**config.mk**
```make
export PLATFORM = sky130hd
export DESIGN_NAME = fwl_eval
export DESIGN_NICKNAME = d
export VERILOG_FILES = /design/src/rtl/feedback_limit_watchdog_unit_defines.svh /design/src/rtl/fwl_pkg.sv /design/src/rtl/fwl_eval.sv
export SDC_FILE = /design/constraint.sdc
export NUM_CORES = 1
export LEC_CHECK = 0
export BUFFER_PORTS_ARGS = -buffer_cell sky130_fd_sc_hd__buf_2
export CORE_ASPECT_RATIO = 0.8
export CORE_UTILIZATION = 35
export DETAILED_ROUTE_END_ITERATION = 12
export GPL_TIMING_DRIVEN = 0
export PLACE_DENSITY = 0.61
export SETUP_SLACK_MARGIN = 0.15
export SLEW_MARGIN = 20
export SYNTH_ARGS = -nofsm -noshare
export SYNTH_HDL_FRONTEND = slang
export SYNTH_SLANG_ARGS = --single-unit
```
**constraint.sdc**
```tcl
create_clock -name vclk -period 8.1
set_input_delay 0.405 -clock vclk [all_inputs]
set_output_delay 0.405 -clock vclk [all_outputs]
set_load 0.005 [all_outputs]
```
**src/rtl/feedback_limit_watchdog_unit_defines.svh**
```systemverilog
// Assertion macros shared by the watchdog RTL.
// No dependencies; defining ASSERT_OFF compiles the checks out.
`ifndef FEEDBACK_LIMIT_WATCHDOG_UNIT_DEFINES_SVH
`define FEEDBACK_LIMIT_WATCHDOG_UNIT_DEFINES_SVH
`ifndef ASSERT_OFF
`define FWL_ASSERT(lbl, clk, rst_n, prop) \
  lbl: assert property (@(posedge clk) disable iff (!rst_n) prop) \
    else $error("fwl assertion failed");
`define FWL_ASSERT_NORST(lbl, clk, prop) \
  lbl: assert property (@(posedge clk) prop) \
    else $error("fwl reset assertion failed");
`else
`define FWL_ASSERT(lbl, clk, rst_n, prop)
`define FWL_ASSERT_NORST(lbl, clk, prop)
`endif
`endif

```
**src/rtl/fwl_pkg.sv**
```systemverilog
// Shared types and constants of the feedback limit watchdog.
// No dependencies; imported by fwl_eval, fwl_totals and the top level.
package fwl_pkg;

  localparam int CH_W       = 8;
  localparam int SAMPLE_W   = 32;
  localparam int LIMIT_W    = 31;
  localparam int CNT_W      = 16;
  localparam int SUM_W      = 32;
  localparam int CMP_W      = 34;
  localparam int CFG_IDX_W  = 3;
  localparam int CFG_DATA_W = 32;
  localparam int KIND_W     = 3;

  localparam logic [CNT_W-1:0] CNT_MAX = '1;
  localparam logic [SUM_W-1:0] SUM_MAX = '1;

  typedef enum logic [KIND_W-1:0] {
    REQ_BEAM_UM = 3'd0,
    REQ_BEAM_NM = 3'd1,
    REQ_SLOW    = 3'd2,
    REQ_FAST    = 3'd3,
    REQ_LOAD    = 3'd4
  } req_kind_t;

  typedef enum logic [CFG_IDX_W-1:0] {
    CFG_BEAM_LIMIT_MICRO = 3'd0,
    CFG_BEAM_LIMIT_NANO  = 3'd1,
    CFG_BEAM_TRIP_COUNT  = 3'd2,
    CFG_SLOW_TRIP_COUNT  = 3'd3,
    CFG_FAST_TRIP_COUNT  = 3'd4,
    CFG_SLOW_MIN_MARGIN  = 3'd5
  } cfg_reg_t;

  typedef struct packed {
    logic [LIMIT_W-1:0] beam_limit_micro;
    logic [LIMIT_W-1:0] beam_limit_nano;
    logic [LIMIT_W-1:0] slow_min_margin;
    logic [CNT_W-1:0]   beam_trip_count;
    logic [CNT_W-1:0]   slow_trip_count;
    logic [CNT_W-1:0]   fast_trip_count;
  } cfg_t;

  typedef struct packed {
    logic trip;
    logic beam_inc;
    logic slow_inc;
    logic fast_inc;
  } trip_info_t;

endpackage

```
**src/rtl/fwl_eval.sv**
```systemverilog
// Trip evaluation and row update for one transaction of the watchdog.
// Depends on fwl_pkg; feeds the state write-back and the totals stage.
module fwl_eval #(
  parameter int SW    = 32,
  parameter int ROW_W = 3 * fwl_pkg::CNT_W + SW
) (
  input  logic [fwl_pkg::KIND_W-1:0] kind,
  input  logic                       in_range,
  input  logic signed [SW-1:0]       x,
  input  logic [ROW_W-1:0]           row,
  input  logic signed [SW-1:0]       hard_limit,
  input  fwl_pkg::cfg_t              cfg,
  output logic [ROW_W-1:0]           row_new,
  output logic                       row_wr,
  output logic                       hl_wr,
  output fwl_pkg::trip_info_t        info
);
  import fwl_pkg::*;

  localparam int BEAM_LSB = SW;
  localparam int SLOW_LSB = SW + CNT_W;
  localparam int FAST_LSB = SW + 2 * CNT_W;

  req_kind_t               k;
  logic signed [CMP_W-1:0] x_e, h_e, sv_e, lim_e, m_e;
  logic signed [CMP_W-1:0] b_sum, s_up, s_lo, f_sum, f_up, f_lo;
  logic                    beam_hit, slow_hit, fast_hit;
  logic [CNT_W-1:0]        beam_nxt, slow_nxt, fast_nxt;
  logic [SW-1:0]           sv;

  function automatic logic [CNT_W-1:0] sat_inc(input logic [CNT_W-1:0] c);
    return (c == CNT_MAX) ? c : c + 1'b1;
  endfunction

  assign k     = req_kind_t'(kind);
  assign sv    = row[SW-1:0];
  assign x_e   = {{(CMP_W-SW){x[SW-1]}}, x};
  assign h_e   = {{(CMP_W-SW){hard_limit[SW-1]}}, hard_limit};
  assign sv_e  = {{(CMP_W-SW){sv[SW-1]}}, sv};
  assign m_e   = {{(CMP_W-LIMIT_W){1'b0}}, cfg.slow_min_margin};
  assign lim_e = {{(CMP_W-LIMIT_W){1'b0}},
                  (k == REQ_BEAM_NM) ? cfg.beam_limit_nano : cfg.beam_limit_micro};

  // |x| >= lim  <=>  x >= lim or x + lim <= 0
  assign b_sum    = x_e + lim_e;
  assign beam_hit = (x_e >= lim_e) || b_sum[CMP_W-1] || (b_sum == '0);

  // h <= 0, h - x < m, or h + x < m
  assign s_up     = h_e - x_e - m_e;
  assign s_lo     = h_e + x_e - m_e;
  assign slow_hit = h_e[CMP_W-1] || (h_e == '0) || s_up[CMP_W-1] || s_lo[CMP_W-1];

  // |s + x| >= h  <=>  s + x - h >= 0 or s + x + h <= 0
  assign f_sum    = sv_e + x_e;
  assign f_up     = f_sum - h_e;
  assign f_lo     = f_sum + h_e;
  assign fast_hit = !f_up[CMP_W-1] || f_lo[CMP_W-1] || (f_lo == '0);

  assign beam_nxt = sat_inc(row[BEAM_LSB +: CNT_W]);
  assign slow_nxt = sat_inc(row[SLOW_LSB +: CNT_W]);
  assign fast_nxt = sat_inc(row[FAST_LSB +: CNT_W]);

  always_comb begin
    row_new = row;
    row_wr  = 1'b0;
    hl_wr   = 1'b0;
    info    = '0;
    unique case (k)
      REQ_BEAM_UM, REQ_BEAM_NM: begin
        row_wr = in_range;
        if (beam_hit) begin
          row_new[BEAM_LSB +: CNT_W] = beam_nxt;
          info.trip     = in_range;
          info.beam_inc = in_range && (beam_nxt >= cfg.beam_trip_count);
        end
      end
      REQ_SLOW: begin
        row_wr          = in_range;
        row_new[SW-1:0] = x;
        if (slow_hit) begin
          row_new[SLOW_LSB +: CNT_W] = slow_nxt;
          info.trip     = in_range;
          info.slow_inc = in_range && (slow_nxt >= cfg.slow_trip_count);
        end
      end
      REQ_FAST: begin
        row_wr = in_range;
        if (fast_hit) begin
          row_new[FAST_LSB +: CNT_W] = fast_nxt;
          info.trip     = in_range;
          info.fast_inc = in_range && (fast_nxt >= cfg.fast_trip_count);
        end
      end
      REQ_LOAD: begin
        hl_wr = in_range;
      end
      default: ;
    endcase
  end

endmodule

```
=== Yosys cells after proc, flatten, opt, wreduce, memory -nomap -nowiden ===
Cells that the tools add are included.
Widths: inputs -> output; s select.

* Bits in registers: 0

* Add/sub/neg operators: 11
* Equal/unequal tests: 7
* Mux-type cells: 22
* Magnitude comparators: 4
* Reduce and logical (&&, ||, !) cells: 17

{| class="wikitable"
|+ Operators by type and width
! kind !! number
|-
| $mux 16 || 9
|-
| $logic_not 34->1 || 3
|-
| $sub 33x32->34 || 3
|-
| $add 32x32->33 || 3
|-
| $add 16x1->16 const B || 3
|-
| $eq 16x16->1 const B || 3
|-
| $ge 16x16->1 || 3
|-
| $add 33x32->34 || 1
|-
| $sub 32x32->33 || 1
|-
| $ge 32x32->1 || 1
|-
| $mux 32 || 1
|-
| $mux 31 || 1
|-
| $mux 1 || 9
|-
| $logic_or 1x1->1 || 7
|-
| $eq 3x2->1 const B || 2
|-
| $reduce_or 4->1 || 1
|-
| $eq 3x1->1 const B || 1
|-
| $eq 3x3->1 const B || 1
|-
| $logic_and 1x1->1 || 3
|-
| $logic_not 3->1 || 1
|-
| $pmux 1 s3 || 1
|-
| $mux 2 || 1
|-
| $reduce_or 2->1 || 1
|-
| $logic_not 1->1 || 1
|}

=== Depth between registers and ports, before layout ===
* Depth after elaboration: 7
* Gate-level depth with buffers: 28
* Depth with buffers taken out: 26

=== Least setup slack after synthesis ===
No wires, ideal clock.

* Path kind: input to output
* Start: input port x[1]
* End: output port row_new[75]
* Cell stages on the path: 25
* Setup slack: 1,929 ps
* Buffers on the path: 2
* Data arrival time: 5,766 ps
* Cells stage by stage: ha_1 a21o_1 a21oi_1 o211a_1 o31ai_1 a31o_2 a31oi_1 o311ai_0 o211ai_1 o21ai_0 xor2_1 ha_1 clkbuf_1 or3_1 nor2_1 nor2_1 mux2_2 a211oi_1 nand4_1 or4_1 nor4_1 nand4_1 clkbuf_1 a311oi_1 xnor2_1

* Longest elaborated chain between the ends: 7
* Elaborated cells on any way between the ends: 9
* Those cells by class: add/sub (3); mux (2); reduce/logical (4)

{| class="wikitable"
|+ RTL lines
! element !! RTL line !! source
|-
| start: declaration || fwl_eval.sv:9 || <nowiki>input logic signed [SW-1:0] x,</nowiki>
|-
| $add 32x32->33 * || fwl_eval.sv:54 || <nowiki>assign f_sum = sv_e + x_e;</nowiki>
|-
| parallel branches: the longest is 3 deep, another holds $add 33x32->34 || -- ||
|-
| $logic_or 1x1->1 * || fwl_eval.sv:57 || <nowiki>assign fast_hit = !f_up[CMP_W-1] || f_lo[CMP_W-1] || (f_lo == '0);</nowiki>
|-
| $mux 16 * || fwl_eval.sv:88 || <nowiki>if (fast_hit) begin</nowiki>
|-
| $mux 16 * || fwl_eval.sv:68 || <nowiki>unique case (k)</nowiki>
|-
| end: declaration || fwl_eval.sv:13 || <nowiki>output logic [ROW_W-1:0] row_new,</nowiki>
|}

Every way passes the cells marked *.

=== Final worst setup path ===
* Start: input port x[0]
* End: output port row_new[75]

Same word-level chain as after synthesis.

==> metrics <==
core area about 40000 um^2; dpl cells 2879; Hold EP row_new[37]; Routed WL 51.8 mm; vias in the first global route 14711; Synth Cell Area 14400 um^2; Non-Filler Cell Area, Final 17000 um^2; Starting Density 36.0%; die area 41900 um^2; antenna violations before repair 7; post-synth top area share 24.9%; first-pass GRT wire length 80.7 mm; ANT nets after route 0; Placer Congestion 0.934; Slew Limit Fails 0; Rows 65; WHS 1100 ps; Final Hold Fails 0; setup violators final 0; detailed placement HPWL 45.6 mm; Max-Cap Viols 0; WS Path Type input pin to output port; layout clock buffer count 0; DRC errors left 0; IR drop worst, VDD 0.0515 mV; CP max stage cell or3_1; nets@finish about 3000; Worst Min Path Start row[37]; Hold Path Class input pin to output port; Pwr Total 1.60 mW; largest fanout on the critical path 10; area delta synth->final 18.4%; post-synthesis average cell area roughly 7.3 um^2; post-synthesis cell type count between 70 and 80; DRT Pass-1 Iters 5; count leader, synth inv_1; fraction of the yosys area taken by sequential cells 0%; crit end category output port; Vias roughly 16000; status finished, final reports clean; io pins 375; power density over cell area 94.2 nW/um^2; Ys Warns 0; Syn Nets between 2000 and 3000; area leader, netlist ha_1; Wirelength per Cell ~18 um; worst endpoint required time between 7000 and 8000 ps; Crit. Startpoint x[0]; Via density 5.41; area occupied by registers 0 um^2; Tcrit/Tclk final 94.7%; FF+latch count 0; minimum clock period between 7000 and 8000 ps; RSZ-0062 raised after global routing no; Worst path max stage delay 470 ps; Syn Inst Count 1968; 1st-iter DRT viols 1091; share of post-route cells with drive strength above 1 21.5%; Placed Area 16900 um^2; Hold Crit Depth 3; pin count of the biggest net entering global routing 11; Total GRT Usage 23.9%; Post-synth top cells 302 x inv_1, 286 x ha_1, 142 x a21oi_1; worst-margin pin slew roughly 950 ps; leak pwr 8.71 nW; Vert. Die Dim about 180 um; Max-slew headroom a little over a third; Worst Setup Start Kind input pin; IO buf count 374; Critical Path AT 7260 ps; non-filler cells, final slightly below 3000; Synth area leaders ha_1 25%, fa_1 8.6%, inv_1 7.9%; fmax 0.130 GHz; Horiz. Die Dim approximately 230 um; GRT Residual Overflow 0
==> power by group <==
part	switching [mW]	internal, mW	total (mW)
Clock	0	0.0000000665	0.0000000666
Combinational	0.983	0.619	1.60
Sequential	0	0	0
==> logic make-up (layout without fill, tap and decap cells) <==
logic type	after synthesis	in the layout	synth area share, %
AOI/OAI and AO/OA	505	505	23.2
xor gates and xnor gates	113	113	6.89
adders and majority gates	348	348	33.6
buffers and inverters	364	740	9.66
muxes	98	98	7.67
other	0	5	0
and+or+nand+nor	540	540	19.0
==> through the flow <==
step / setup TNS, ps / worst slack (ps) / utilization, %
after floorplan: 0 / 1930 / -
after global placement: -56.5 / -56.5 / 42.3
after detailed placement: -75.9 / -75.9 / 42.4
after CTS: 0 / 195 / 42.4
after global routing: 0 / 195 / 42.6
final: 0 / 432 / 42.6
==> critical path, delay by kind of cell <==
family,cells,cell delay [ps]
AOI/OAI and AO/OA,11,2630
and+or+nand+nor,8,2360
buffers and inverters,5,850
adders and majority gates,3,690
xor gates and xnor gates,2,330
==> layout make-up <==
class                      count  area, um^2
fill                        4214       22900
multi-input combinational   1604       13000
timing repair buffer         376        1890
inverter                     302        1130
tap                          536         671
buffer                        62         256
antenna                        5        12.5
==> cell usage in the layout, fill, tap and decap left out, types with 11 or more instances in the layout <==
cell       instances
nand3_1           42
nand2b_1          25
nor3_1            27
a21oi_1          142
a211oi_1          24
nand4_1           40
o31ai_1           12
xnor2_1           72
nor2b_1           40
clkbuf_1          50
nand2_1          113
o211ai_1          19
o21ai_0           85
a31oi_1           26
o2111ai_1         11
inv_1            302
or3_1             13
fa_1              62
nor4_1            39
and2_1            12
ha_1             286
a21o_1            50
xor2_1            41
o21bai_1          14
nor2_1           133
o21a_1            23
buf_2            379
and3_1            20
mux2_2            85
==> worst max-delay path by stage <==
stage                              to  slack, ps  cells after the start
final                     row_new[75]        430                     29
after global placement    row_new[75]        -60                     28
after floorplan           row_new[75]       1930                     25
after detailed placement  row_new[75]        -80                     28
after global routing      row_new[75]        190                     28
after CTS                 row_new[75]        200                     28
==> routing by layer <==
layer / up-vias / track usage (%) / part of all wire, %
met5: - / 0 / 0
met4: 0 / 3.84 / 1.5
met3: 42 / 3.81 / 7.9
met2: 579 / 36.8 / 42
met1: 7288 / 35.2 / 49
li1: 7713 / - / -
==> repair_timing <==
item | in CTS | in global routing
pin swaps | 0 | 1
buffers inserted | 0 | 1
setup endpoints to repair | 16 | 18
hold buffers | 0 | 0
gates resized for setup | 1 | 18
No activity file was read; power rests on OpenSTA's default activity.
