## config.mk

```make
export PLATFORM = sky130hd
export DESIGN_NAME = fwl_totals
export DESIGN_NICKNAME = d
export VERILOG_FILES = /design/src/rtl/fwl_pkg.sv /design/src/rtl/fwl_totals.sv
export VERILOG_INCLUDE_DIRS = /design/src /design/src/rtl
export SDC_FILE = /design/constraint.sdc
export NUM_CORES = 1
export LEC_CHECK = 0
export BUFFER_PORTS_ARGS = -buffer_cell sky130_fd_sc_hd__buf_2
export CAP_MARGIN = 20
export CORE_MARGIN = 8
export CORE_UTILIZATION = 36
export DETAILED_ROUTE_END_ITERATION = 8
export PLACE_DENSITY_LB_ADDON = 0.15
export SLEW_MARGIN = 10
export SYNTH_ARGS = -nofsm -noshare
export SYNTH_HDL_FRONTEND = slang
export SYNTH_SLANG_ARGS = --single-unit
export TNS_END_PERCENT = 1
```

## constraint.sdc

```tcl
create_clock -name clk -period 3.7 [get_ports clk]
set_input_delay 0.185 -clock clk [delete_from_list [all_inputs] [get_ports clk]]
set_output_delay 0.185 -clock clk [all_outputs]
set_load 0.03 [all_outputs]
```

## src/rtl/feedback_limit_watchdog_unit_defines.svh

```systemverilog
// Assertion macros shared by the watchdog RTL.
// No dependencies; defining ASSERT_OFF compiles the checks out.
`ifndef FEEDBACK_LIMIT_WATCHDOG_UNIT_DEFINES_SVH
`define FEEDBACK_LIMIT_WATCHDOG_UNIT_DEFINES_SVH
`ifndef ASSERT_OFF
`define FWL_ASSERT(lbl, clk, rst_n, prop) \
  lbl: assert property (@(posedge clk) disable iff (!rst_n) prop) \
    else $error("fwl assertion failed");
`define FWL_ASSERT_NORST(lbl, clk, prop) \
  lbl: assert property (@(posedge clk) prop) \
    else $error("fwl reset assertion failed");
`else
`define FWL_ASSERT(lbl, clk, rst_n, prop)
`define FWL_ASSERT_NORST(lbl, clk, prop)
`endif
`endif

```

## src/rtl/fwl_pkg.sv

```systemverilog
// Shared types and constants of the feedback limit watchdog.
// No dependencies; imported by fwl_eval, fwl_totals and the top level.
package fwl_pkg;

  localparam int CH_W       = 8;
  localparam int SAMPLE_W   = 32;
  localparam int LIMIT_W    = 31;
  localparam int CNT_W      = 16;
  localparam int SUM_W      = 32;
  localparam int CMP_W      = 34;
  localparam int CFG_IDX_W  = 3;
  localparam int CFG_DATA_W = 32;
  localparam int KIND_W     = 3;

  localparam logic [CNT_W-1:0] CNT_MAX = '1;
  localparam logic [SUM_W-1:0] SUM_MAX = '1;

  typedef enum logic [KIND_W-1:0] {
    REQ_BEAM_UM = 3'd0,
    REQ_BEAM_NM = 3'd1,
    REQ_SLOW    = 3'd2,
    REQ_FAST    = 3'd3,
    REQ_LOAD    = 3'd4
  } req_kind_t;

  typedef enum logic [CFG_IDX_W-1:0] {
    CFG_BEAM_LIMIT_MICRO = 3'd0,
    CFG_BEAM_LIMIT_NANO  = 3'd1,
    CFG_BEAM_TRIP_COUNT  = 3'd2,
    CFG_SLOW_TRIP_COUNT  = 3'd3,
    CFG_FAST_TRIP_COUNT  = 3'd4,
    CFG_SLOW_MIN_MARGIN  = 3'd5
  } cfg_reg_t;

  typedef struct packed {
    logic [LIMIT_W-1:0] beam_limit_micro;
    logic [LIMIT_W-1:0] beam_limit_nano;
    logic [LIMIT_W-1:0] slow_min_margin;
    logic [CNT_W-1:0]   beam_trip_count;
    logic [CNT_W-1:0]   slow_trip_count;
    logic [CNT_W-1:0]   fast_trip_count;
  } cfg_t;

  typedef struct packed {
    logic trip;
    logic beam_inc;
    logic slow_inc;
    logic fast_inc;
  } trip_info_t;

endpackage

```

## src/rtl/fwl_totals.sv

```systemverilog
// Totals stage and result register of the watchdog.
// Depends on fwl_pkg and the assertion macro header.
`include "feedback_limit_watchdog_unit_defines.svh"
module fwl_totals (
  input  logic                     clk,
  input  logic                     rst_n,
  input  logic                     in_valid,
  input  fwl_pkg::trip_info_t      in_info,
  output logic                     ready,
  output logic                     out_valid,
  input  logic                     out_stall,
  output logic                     out_tripped_now,
  output logic                     out_alarm,
  output logic [fwl_pkg::SUM_W-1:0] out_beam_total,
  output logic [fwl_pkg::SUM_W-1:0] out_slow_total,
  output logic [fwl_pkg::SUM_W-1:0] out_fast_total
);
  import fwl_pkg::*;

  logic             s2_v_r;
  trip_info_t       s2_info_r;
  logic             s2_adv;
  logic             out_v_r;
  logic             trip_r;
  logic [SUM_W-1:0] beam_sum_r, slow_sum_r, fast_sum_r;
  logic [SUM_W-1:0] beam_sum_nxt, slow_sum_nxt, fast_sum_nxt;

  assign s2_adv = s2_v_r && (!out_v_r || !out_stall);
  assign ready  = !s2_v_r || s2_adv;

  assign beam_sum_nxt = beam_sum_r + SUM_W'(s2_info_r.beam_inc && (beam_sum_r != SUM_MAX));
  assign slow_sum_nxt = slow_sum_r + SUM_W'(s2_info_r.slow_inc && (slow_sum_r != SUM_MAX));
  assign fast_sum_nxt = fast_sum_r + SUM_W'(s2_info_r.fast_inc && (fast_sum_r != SUM_MAX));

  always_ff @(posedge clk) begin
    if (!rst_n) begin
      s2_v_r     <= 1'b0;
      out_v_r    <= 1'b0;
      beam_sum_r <= '0;
      slow_sum_r <= '0;
      fast_sum_r <= '0;
    end else begin
      if (ready) begin
        s2_v_r <= in_valid;
      end
      if (!out_v_r || !out_stall) begin
        out_v_r <= s2_v_r;
      end
      if (s2_adv) begin
        beam_sum_r <= beam_sum_nxt;
        slow_sum_r <= slow_sum_nxt;
        fast_sum_r <= fast_sum_nxt;
      end
    end
  end

  always_ff @(posedge clk) begin
    if (ready && in_valid) begin
      s2_info_r <= in_info;
    end
    if (s2_adv) begin
      trip_r <= s2_info_r.trip;
    end
  end

  assign out_valid       = out_v_r;
  assign out_tripped_now = trip_r;
  assign out_alarm       = (beam_sum_r != '0) || (slow_sum_r != '0) || (fast_sum_r != '0);
  assign out_beam_total  = beam_sum_r;
  assign out_slow_total  = slow_sum_r;
  assign out_fast_total  = fast_sum_r;

  `FWL_ASSERT(a_sums_monotonic, clk, rst_n,
    $past(rst_n) |-> (beam_sum_r >= $past(beam_sum_r) && slow_sum_r >= $past(slow_sum_r) && fast_sum_r >= $past(fast_sum_r)))
  `FWL_ASSERT(a_stalled_result_holds, clk, rst_n,
    (out_v_r && out_stall) |=> (out_v_r && $stable(beam_sum_r) && $stable(slow_sum_r) && $stable(fast_sum_r)))
  `FWL_ASSERT(a_s2_waits, clk, rst_n, (s2_v_r && !s2_adv) |=> s2_v_r)
  `FWL_ASSERT_NORST(a_reset_empty, clk, !rst_n |=> (!out_v_r && !s2_v_r))

endmodule

```

# Word level (Yosys, flattened, before mapping)

Cells that the tools add are included.

Register bits: 103
Bits of input ports: 8

Add/sub/neg operators: 3
Eq/ne operators: 3
Reduce and logical (&&, ||, !) cells: 15

Operators with widths:

| operator                                 | number |
|---|---|
| 32-bit by 1-bit adder with 32-bit output | 3 |
| 32-bit != test, second input constant    | 3 |
| 32-bit nonzero test                      | 3 |
| 1-bit logical AND                        | 5 |
| 1-bit logical OR                         | 4 |
| 1-bit logical NOT                        | 3 |

# Logic depth before layout (Yosys ltp)

Gate-level depths: netlist of run 1.

Depth after elaboration: 5
Depth in mapped cells: 12
Gate-level depth less buffers: 10

# Worst setup path after synthesis of run 1

Ideal clock, no wire load.

Kind: flip-flop to flip-flop
Start: register slow_sum_r[6] (netlist: out_slow_total[6])
End: register slow_sum_r[18] (netlist: out_slow_total[18])
Setup time: 132 ps
Data arrival time: 2817 ps
Data required time: 3568 ps
Slack: 751 ps
Cell stages (with the launch flop): 13
Path buffers: 3
Cell sequence: dfxtp_1 -> buf_2 -> nand4_2 -> or4_1 -> clkbuf_1 -> o41a_1 -> ha_1 -> ha_1 -> nand3_1 -> or2_2 -> buf_1 -> or4_1 -> a21oi_1

Longest elaborated chain between the ends: 3

Ends and longest elaborated chain:

| element                                    | RTL line         | RTL |
|---|---|---|
| start: declaration                         | fwl_totals.sv:25 | `logic [SUM_W-1:0] beam_sum_r, slow_sum_r, fast_sum_r;` |
| start signal: assignment                   | fwl_totals.sv:51 | `slow_sum_r <= slow_sum_nxt;` |
| 32-bit != test                             | fwl_totals.sv:32 | `assign slow_sum_nxt = slow_sum_r + SUM_W'(s2_info_r.slow_inc && (slow_sum_r != SUM_MAX));` |
| 1-bit logical AND                          | fwl_totals.sv:32 |  |
| 32-bit by 1-bit adder with 32-bit output * | fwl_totals.sv:32 |  |

Mark *: on every way between the ends. The rest lies on a longest branch, timed or not.
A chain may end at the register's enable or synchronous reset.

# Worst setup path after layout of run 1

Start: register beam_sum_r[13] (netlist: out_beam_total[13])
End: register beam_sum_r[28] (netlist: out_beam_total[28])

Longest elaborated chain between the ends: 3

Ends and longest elaborated chain:

| element                                    | RTL line         | RTL |
|---|---|---|
| start: declaration                         | fwl_totals.sv:25 |  |
| start signal: assignment                   | fwl_totals.sv:50 | `beam_sum_r <= beam_sum_nxt;` |
| 32-bit != test                             | fwl_totals.sv:31 | `assign beam_sum_nxt = beam_sum_r + SUM_W'(s2_info_r.beam_inc && (beam_sum_r != SUM_MAX));` |
| 1-bit logical AND                          | fwl_totals.sv:31 |  |
| 32-bit by 1-bit adder with 32-bit output * | fwl_totals.sv:31 |  |

Marks and branches as above.

==> results.txt, run 1 <==
Final Hold Violating Endpoints -> 0
final setup vio count -> 0
Cells after Synth -> 623
drt wl/cell -> 18.0 um
area share of the leading cell type in the synthesized netlist -> 37.5%
Hold Path Class -> in -> reg
post-synthesis adder-cell area fraction -> 1.44%
Rows -> 44
Synthesis Warnings -> 0
largest family of logic cells by synthesized area -> simple AND/OR/NAND/NOR gates
Iter 0 DRT Violations -> 294
Final nets -> 727
Detail Route Antenna Nets -> 0
post-synthesis cell area -> 5230 um2
Inserted Clock Buffers -> 9
Final Critical Period -> 3020 ps
RSZ-0062 raised after global routing -> false
Hold Buf Count CTS -> 1
reg2reg setup slack -> 680 ps
max-cap violations -> 0
Peak VDD IR -> 0.199 mV
Distinct cells, synth -> 37
Critical Path Most Common Cell -> ha_1
CTS H-tree depth -> 3
min setup slack post-route -> 676 ps
outcome -> complete, no violations
Synthesized Nets -> 637
Synth Area in XOR/XNOR -> 4.02%
CTS tree -> yes
share of layout cells above drive strength 1 -> 18.1%
Die ar. -> 18,600 um2
clock tree buffer depth -> 2
worst hold slack -> 13.2 ps
Post-synth EDFFs -> 5
CP Max Fanout -> 16
gp weighted congestion -> 0.813
first-pass GRT wire length -> 25.7 mm
predominant post-synthesis flop cell -> dfxtp_1
largest net degree at the start of global routing -> 57
Routed WL -> 16.2 mm
Reg clk slew, reported paths -> 70 ps
die width -> 137 um
Simple-Gate Fraction of Synth Area -> 34.7%
Clock Latency Late Sink -> 350 ps
post-cts sizing count -> 0
Synth area leader -> dfxtp_1
DRC -> 0
Final Max Slew Viols -> 0
Tot Pwr -> 0.00208 W
Power Density -> 338 nW/um2
leakage -> 2.25 nW
Final Cycle Share -> 81.7%
CORE AREA -> 14,400 um2
#FFs+latches synth -> 103
drt pass-1 iters -> 4
fin area -> 6160 um2
crit-path cells -> and4_1 > nand4_1 > o31a_1 > ha_1 > ha_1 > nand3_1 > or2_2 > nor4_1 > mux2i_1
Initial Util -> 36.4%
IO buf count -> 107
Synth Area in Compound Gates -> 11.7%
Clock Skew -> 7.08 ps
FMAX -> 0.331 GHz
Avg Inst Size Synth -> 8.39 um2
critical path class -> reg -> reg
critical path required time -> 3930 ps
Tightest Pin Transition -> 1060 ps
register area share after synthesis -> 40.4%
CTS sink cnt -> 103
drt via density -> 5.78
ANT cells -> 0
Syn-to-layout area delta -> 17.8%
Max-slew headroom -> 29.3%
gr usage total -> 17.2%
antenna violations before repair -> 0
Setup Fix Bufs, Post-CTS -> 0
I/O pins -> 108
Slowest cell on crit path -> dfxtp_1
via count -> 5,213
Clock Tree Root -> clkbuf_16
largest stage delay on the critical path -> 470 ps
startpoint types -> flip-flop
grt ovf -> 0
CP endpoint kind -> flip-flop
die boundary height -> 137 um
mux cell area share after synthesis -> 4.21%
DP HPWL -> 11.6 mm
synth top area cells -> dfxtp_1 38%, nor4_1 6.7%, nand2_1 4.9%, a21oi_1 4.6%, or4_1 4.5%
total negative slack -> 0 ps
async set-reset flop share out of synthesis -> 0%
WP data arrival -> 3250 ps
Post-DP Area -> 5900 um2
dpl ws -> 725 ps
vias in the first global route -> 4,871
## power breakdown
part / leakage, nW / internal (W) / switching (W)
clock network: 0.122 / 0.000458 / 0.000411
logic: 1.29 / 0.0000224 / 0.0000596
registers: 0.838 / 0.00112 / 0.00000583
total: 2.25 / 0.00160 / 0.000477
## synthesized netlist by cell type, types with 12 or more instances
| cell | n |
|---|---|
| dfxtp_1 | 98 |
| nand2_1 | 68 |
| nor4_1 | 56 |
| a21oi_1 | 48 |
| nand4_1 | 36 |
| nand3_1 | 32 |
| or4_1 | 31 |
| o31ai_1 | 29 |
| clkbuf_1 | 28 |
| nor2_1 | 27 |
| mux2i_1 | 22 |
| nand2b_1 | 21 |
| xor2_1 | 18 |
| or3_1 | 16 |
| and4_1 | 12 |
| o21ai_0 | 12 |
## cell type report
type	instances	area, um2
Fill cell	1423	8210
Multi-Input combinational cell	474	2930
Sequential cell	103	2110
Timing Repair Buffer	114	591
Clock buffer	15	248
Tap cell	184	230
Inverter	11	41.3
Clock inverter	1	5.00
## cells in the final DEF (no fill, tap or decap)
cell type and n:
dlygate4sd3_1 1, and2_0 1, o21ai_0 12, nor2_1 27
or4_4 1, o41a_1 1, or3_1 16, o21a_1 5
ha_1 6, a21bo_1 1, nor3_1 2, edfxtp_1 5
nand2_1 68, buf_4 6, a21oi_1 48, or4_1 31
xnor2_1 6, clkbuf_1 6, o31a_1 4, nand3_1 32
mux2i_1 22, and4_1 12, dfxtp_1 98, nand4_2 1
buf_2 107, and3_1 8, o31ai_1 29, nor4_1 56
xor2_1 18, nand4_1 36, and2_1 6, clkbuf_16 9
or2_2 3, clkinv_2 1, inv_1 9, nor2b_1 1
nand2b_1 21, inv_2 2
## registers in the layout, indices dropped and copies added (netlist names)
name             cells
out_beam_total      32
out_fast_total      32
out_slow_total      32
out_tripped_now      1
out_valid            1
s2_info_r            4
s2_v_r               1
## metrics by stage
| step | util, % | instances |
|---|---|---|
| 3_3_place_gp | 41.0 | 885 |
| 5_1_grt | 42.9 | 902 |
| 4_1_cts | 42.9 | 902 |
| 6_report | 42.9 | 902 |
| 2_1_floorplan | - | 623 |
| 3_5_place_dp | 41.0 | 885 |
## metal layers
metal	vias up	track usage [%]	part of all wire (%)
met5	-	0	0
met4	0	7.20	1.9
met3	22	3.67	5.7
met2	136	27.9	47
met1	2524	21.8	45
li1	2531	-	-
## cells by family after synthesis
kind of cell,after synthesis
DFF,103
xor gates and xnor gates,24
muxes,22
and+or+nand+nor,322
buffers and inverters,46
AOI/OAI and AO/OA,100
adders and majority gates,6
## final timing paths
kind                 startpoint  depth (start not counted)                  to
min                  in_info[3]                          1        s2_info_r[3]
max reg2reg  out_beam_total[13]                          9  out_beam_total[28]
max          out_beam_total[13]                          9  out_beam_total[28]
min reg2reg        s2_info_r[3]                          0     out_tripped_now
## worst max-delay path, delay by kind of cell, from the launching register on
| family | cells | cell delay, ps |
|---|---|---|
| AND/OR/NAND/NOR | 5 | 1340 |
| adder cells (fa/ha/maj) | 2 | 480 |
| flip-flops | 1 | 470 |
| AO/OA/AOI/OAI | 1 | 430 |
| multiplexers | 1 | 160 |
Power figures use the tool's default switching activity.
==> inputs of run 2 (changes only) <==
==> constraint.sdc (replaced) <==
create_clock -name clk -period 2.7 [get_ports clk]
set_input_delay 0.135 -clock clk [delete_from_list [all_inputs] [get_ports clk]]
set_output_delay 0.135 -clock clk [all_outputs]
set_load 0.03 [all_outputs]
==> run 2 against run 1 <==
  * Routed wire length increased by 3.3%
  * Final area increased by 8.4%
  * First-iteration DRC count grew 18%
  * Hold slack better by 16 ps
  * Fmax grew 21%
  * Die area did not move
  * Non-clock buffer count increased by 49
  * Count of clock-buffer cells in the layout decreased by 2
  * Via count up 2.2%
  * Largest cell class unchanged
==> results.txt, run 2 (synthesis results as in run 1) <==
first-pass GRT wire length -> 26.4 mm
Peak VDD IR -> 0.332 mV
IO buf count -> 107
Hold Path Class -> in -> reg
Iter 0 DRT Violations -> 347
gr usage total -> 17.8%
Final Max Slew Viols -> 0
startpoint types -> flip-flop
die boundary height -> 137 um
Tot Pwr -> 0.00304 W
crit-path cells -> and4_1 > nand4_1 > o31a_1 > ha_1 > ha_1 > nand3_1 > or2_4 > buf_4 > nor4_1 > mux2i_1
Clock Latency Late Sink -> 350 ps
largest stage delay on the critical path -> 380 ps
Rows -> 44
met3 GRT Util -> 4.48%
Detail Route Antenna Nets -> 0
vias in the first global route -> 4,946
Final Hold Violating Endpoints -> 0
drt pass-1 iters -> 5
CP top delay family -> simple AND/OR/NAND/NOR gates
commonest non-fill, non-tap cell in the layout -> buf_2
clock tree buffer depth -> 2
Max-slew headroom -> 47.9%
outcome -> complete, no violations
max-cap violations -> 0
CORE AREA -> 14,400 um2
ANT cells -> 0
I/O pins -> 108
final setup vio count -> 0
Die ar. -> 18,600 um2
Inserted Clock Buffers -> 9
RSZ-0062 raised after global routing -> false
Critical Path Most Common Cell -> ha_1
worst hold slack -> 29.6 ps
Most Used Layer, Global Route -> met2
share of layout cells above drive strength 1 -> 27.9%
Power Density -> 455 nW/um2
Routed WL -> 16.7 mm
Final nets -> 776
Slowest cell on crit path -> dfxtp_2
Clock Skew -> 6.60 ps
Clock Tree Root -> clkbuf_16
antenna violations before repair -> 0
M1 GR Usage -> 23.2%
FMAX -> 0.399 GHz
grt ovf -> 0
Final Cycle Share -> 92.7%
Post-DP Area -> 6310 um2
Post-Place Cells -> 931
die width -> 137 um
WP data arrival -> 2730 ps
gp weighted congestion -> 0.852
most frequent cells in the layout -> 107 x buf_2, 69 x dfxtp_1, 68 x nand2_1
Reg clk slew, reported paths -> 70 ps
Syn-to-layout area delta -> 27.6%
Final Non-Filler Cells -> 950
GR Util met2 -> 28.8%
CP Max Fanout -> 12
DP HPWL -> 12.3 mm
critical path class -> reg -> reg
fin area -> 6670 um2
Tightest Pin Transition -> 779 ps
CTS sink cnt -> 103
largest net degree at the start of global routing -> 49
leakage -> 2.56 nW
Setup Fix Bufs, Post-CTS -> 0
drt wl/cell -> 17.6 um
critical path required time -> 2930 ps
fill cell count -> 1,428
DRC -> 0
Initial Util -> 36.4%
Final Critical Period -> 2500 ps
via count -> 5,329
CTS H-tree depth -> 3
Buf/Inv on CP -> 1
CP endpoint kind -> flip-flop
drt via density -> 5.61
CTS tree -> yes
-- run 2: repair_timing --
| item | 4_1_cts | 5_1_grt |
|---|---|---|
| endpoints found under the hold margin | 4 | 0 |
| gates resized for setup | 0 | 4 |
| hold buffers | 4 | 0 |
| endpoints found under the setup margin | 0 | 14 |
-- run 2: layer usage --
metal | vias up | wire, um
met5 | - | 0
li1 | 2641 | -
met2 | 131 | 7760
met3 | 16 | 931
met1 | 2541 | 7860
met4 | 0 | 178
-- run 2: layout make-up --
cell class | instances | area [um2] | area share, %
clock buffer | 13 | 270 | 4.05
clock inverter | 2 | 38.8 | 0.581
inverter | 11 | 41.3 | 0.619
multi-input combinational | 474 | 2970 | 44.4
sequential | 103 | 2150 | 32.2
tap | 184 | 230 | 3.45
timing repair buffer | 163 | 978 | 14.7
-- run 2: stage by stage --
step	util, %	TNS [ps]	setup slack [ps]
final	46.4	0	197
after global routing	46.4	0	23.4
after CTS	46.3	0	121
after detailed placement	43.9	0	133
after global placement	43.9	0	214
after floorplan	-	-451	-53.5
-- run 2: path summary, 6_finish.rpt --
| path | startpoint | endpoint | slack (ps) | cells past startpoint |
|---|---|---|---|---|
| setup / recovery | out_beam_total[22] | out_beam_total[16] | 200 | 10 |
| hold / removal | in_valid | s2_v_r | 30 | 3 |
| setup reg to reg | out_beam_total[22] | out_beam_total[16] | 200 | 10 |
| hold reg to reg | s2_info_r[3] | out_tripped_now | 430 | 0 |
-- run 2: worst min-delay path, stage by stage --
cell and delay (ps):
buf_2 100, inv_1 50, a21oi_1 50
-- run 2: power breakdown --
group | internal [W] | total (W) | switching, W
logic | 0.0000363 | 0.000119 | 0.0000830
registers | 0.00154 | 0.00155 | 0.00000839
clock network | 0.000793 | 0.00137 | 0.000577
total | 0.00237 | 0.00304 | 0.000668
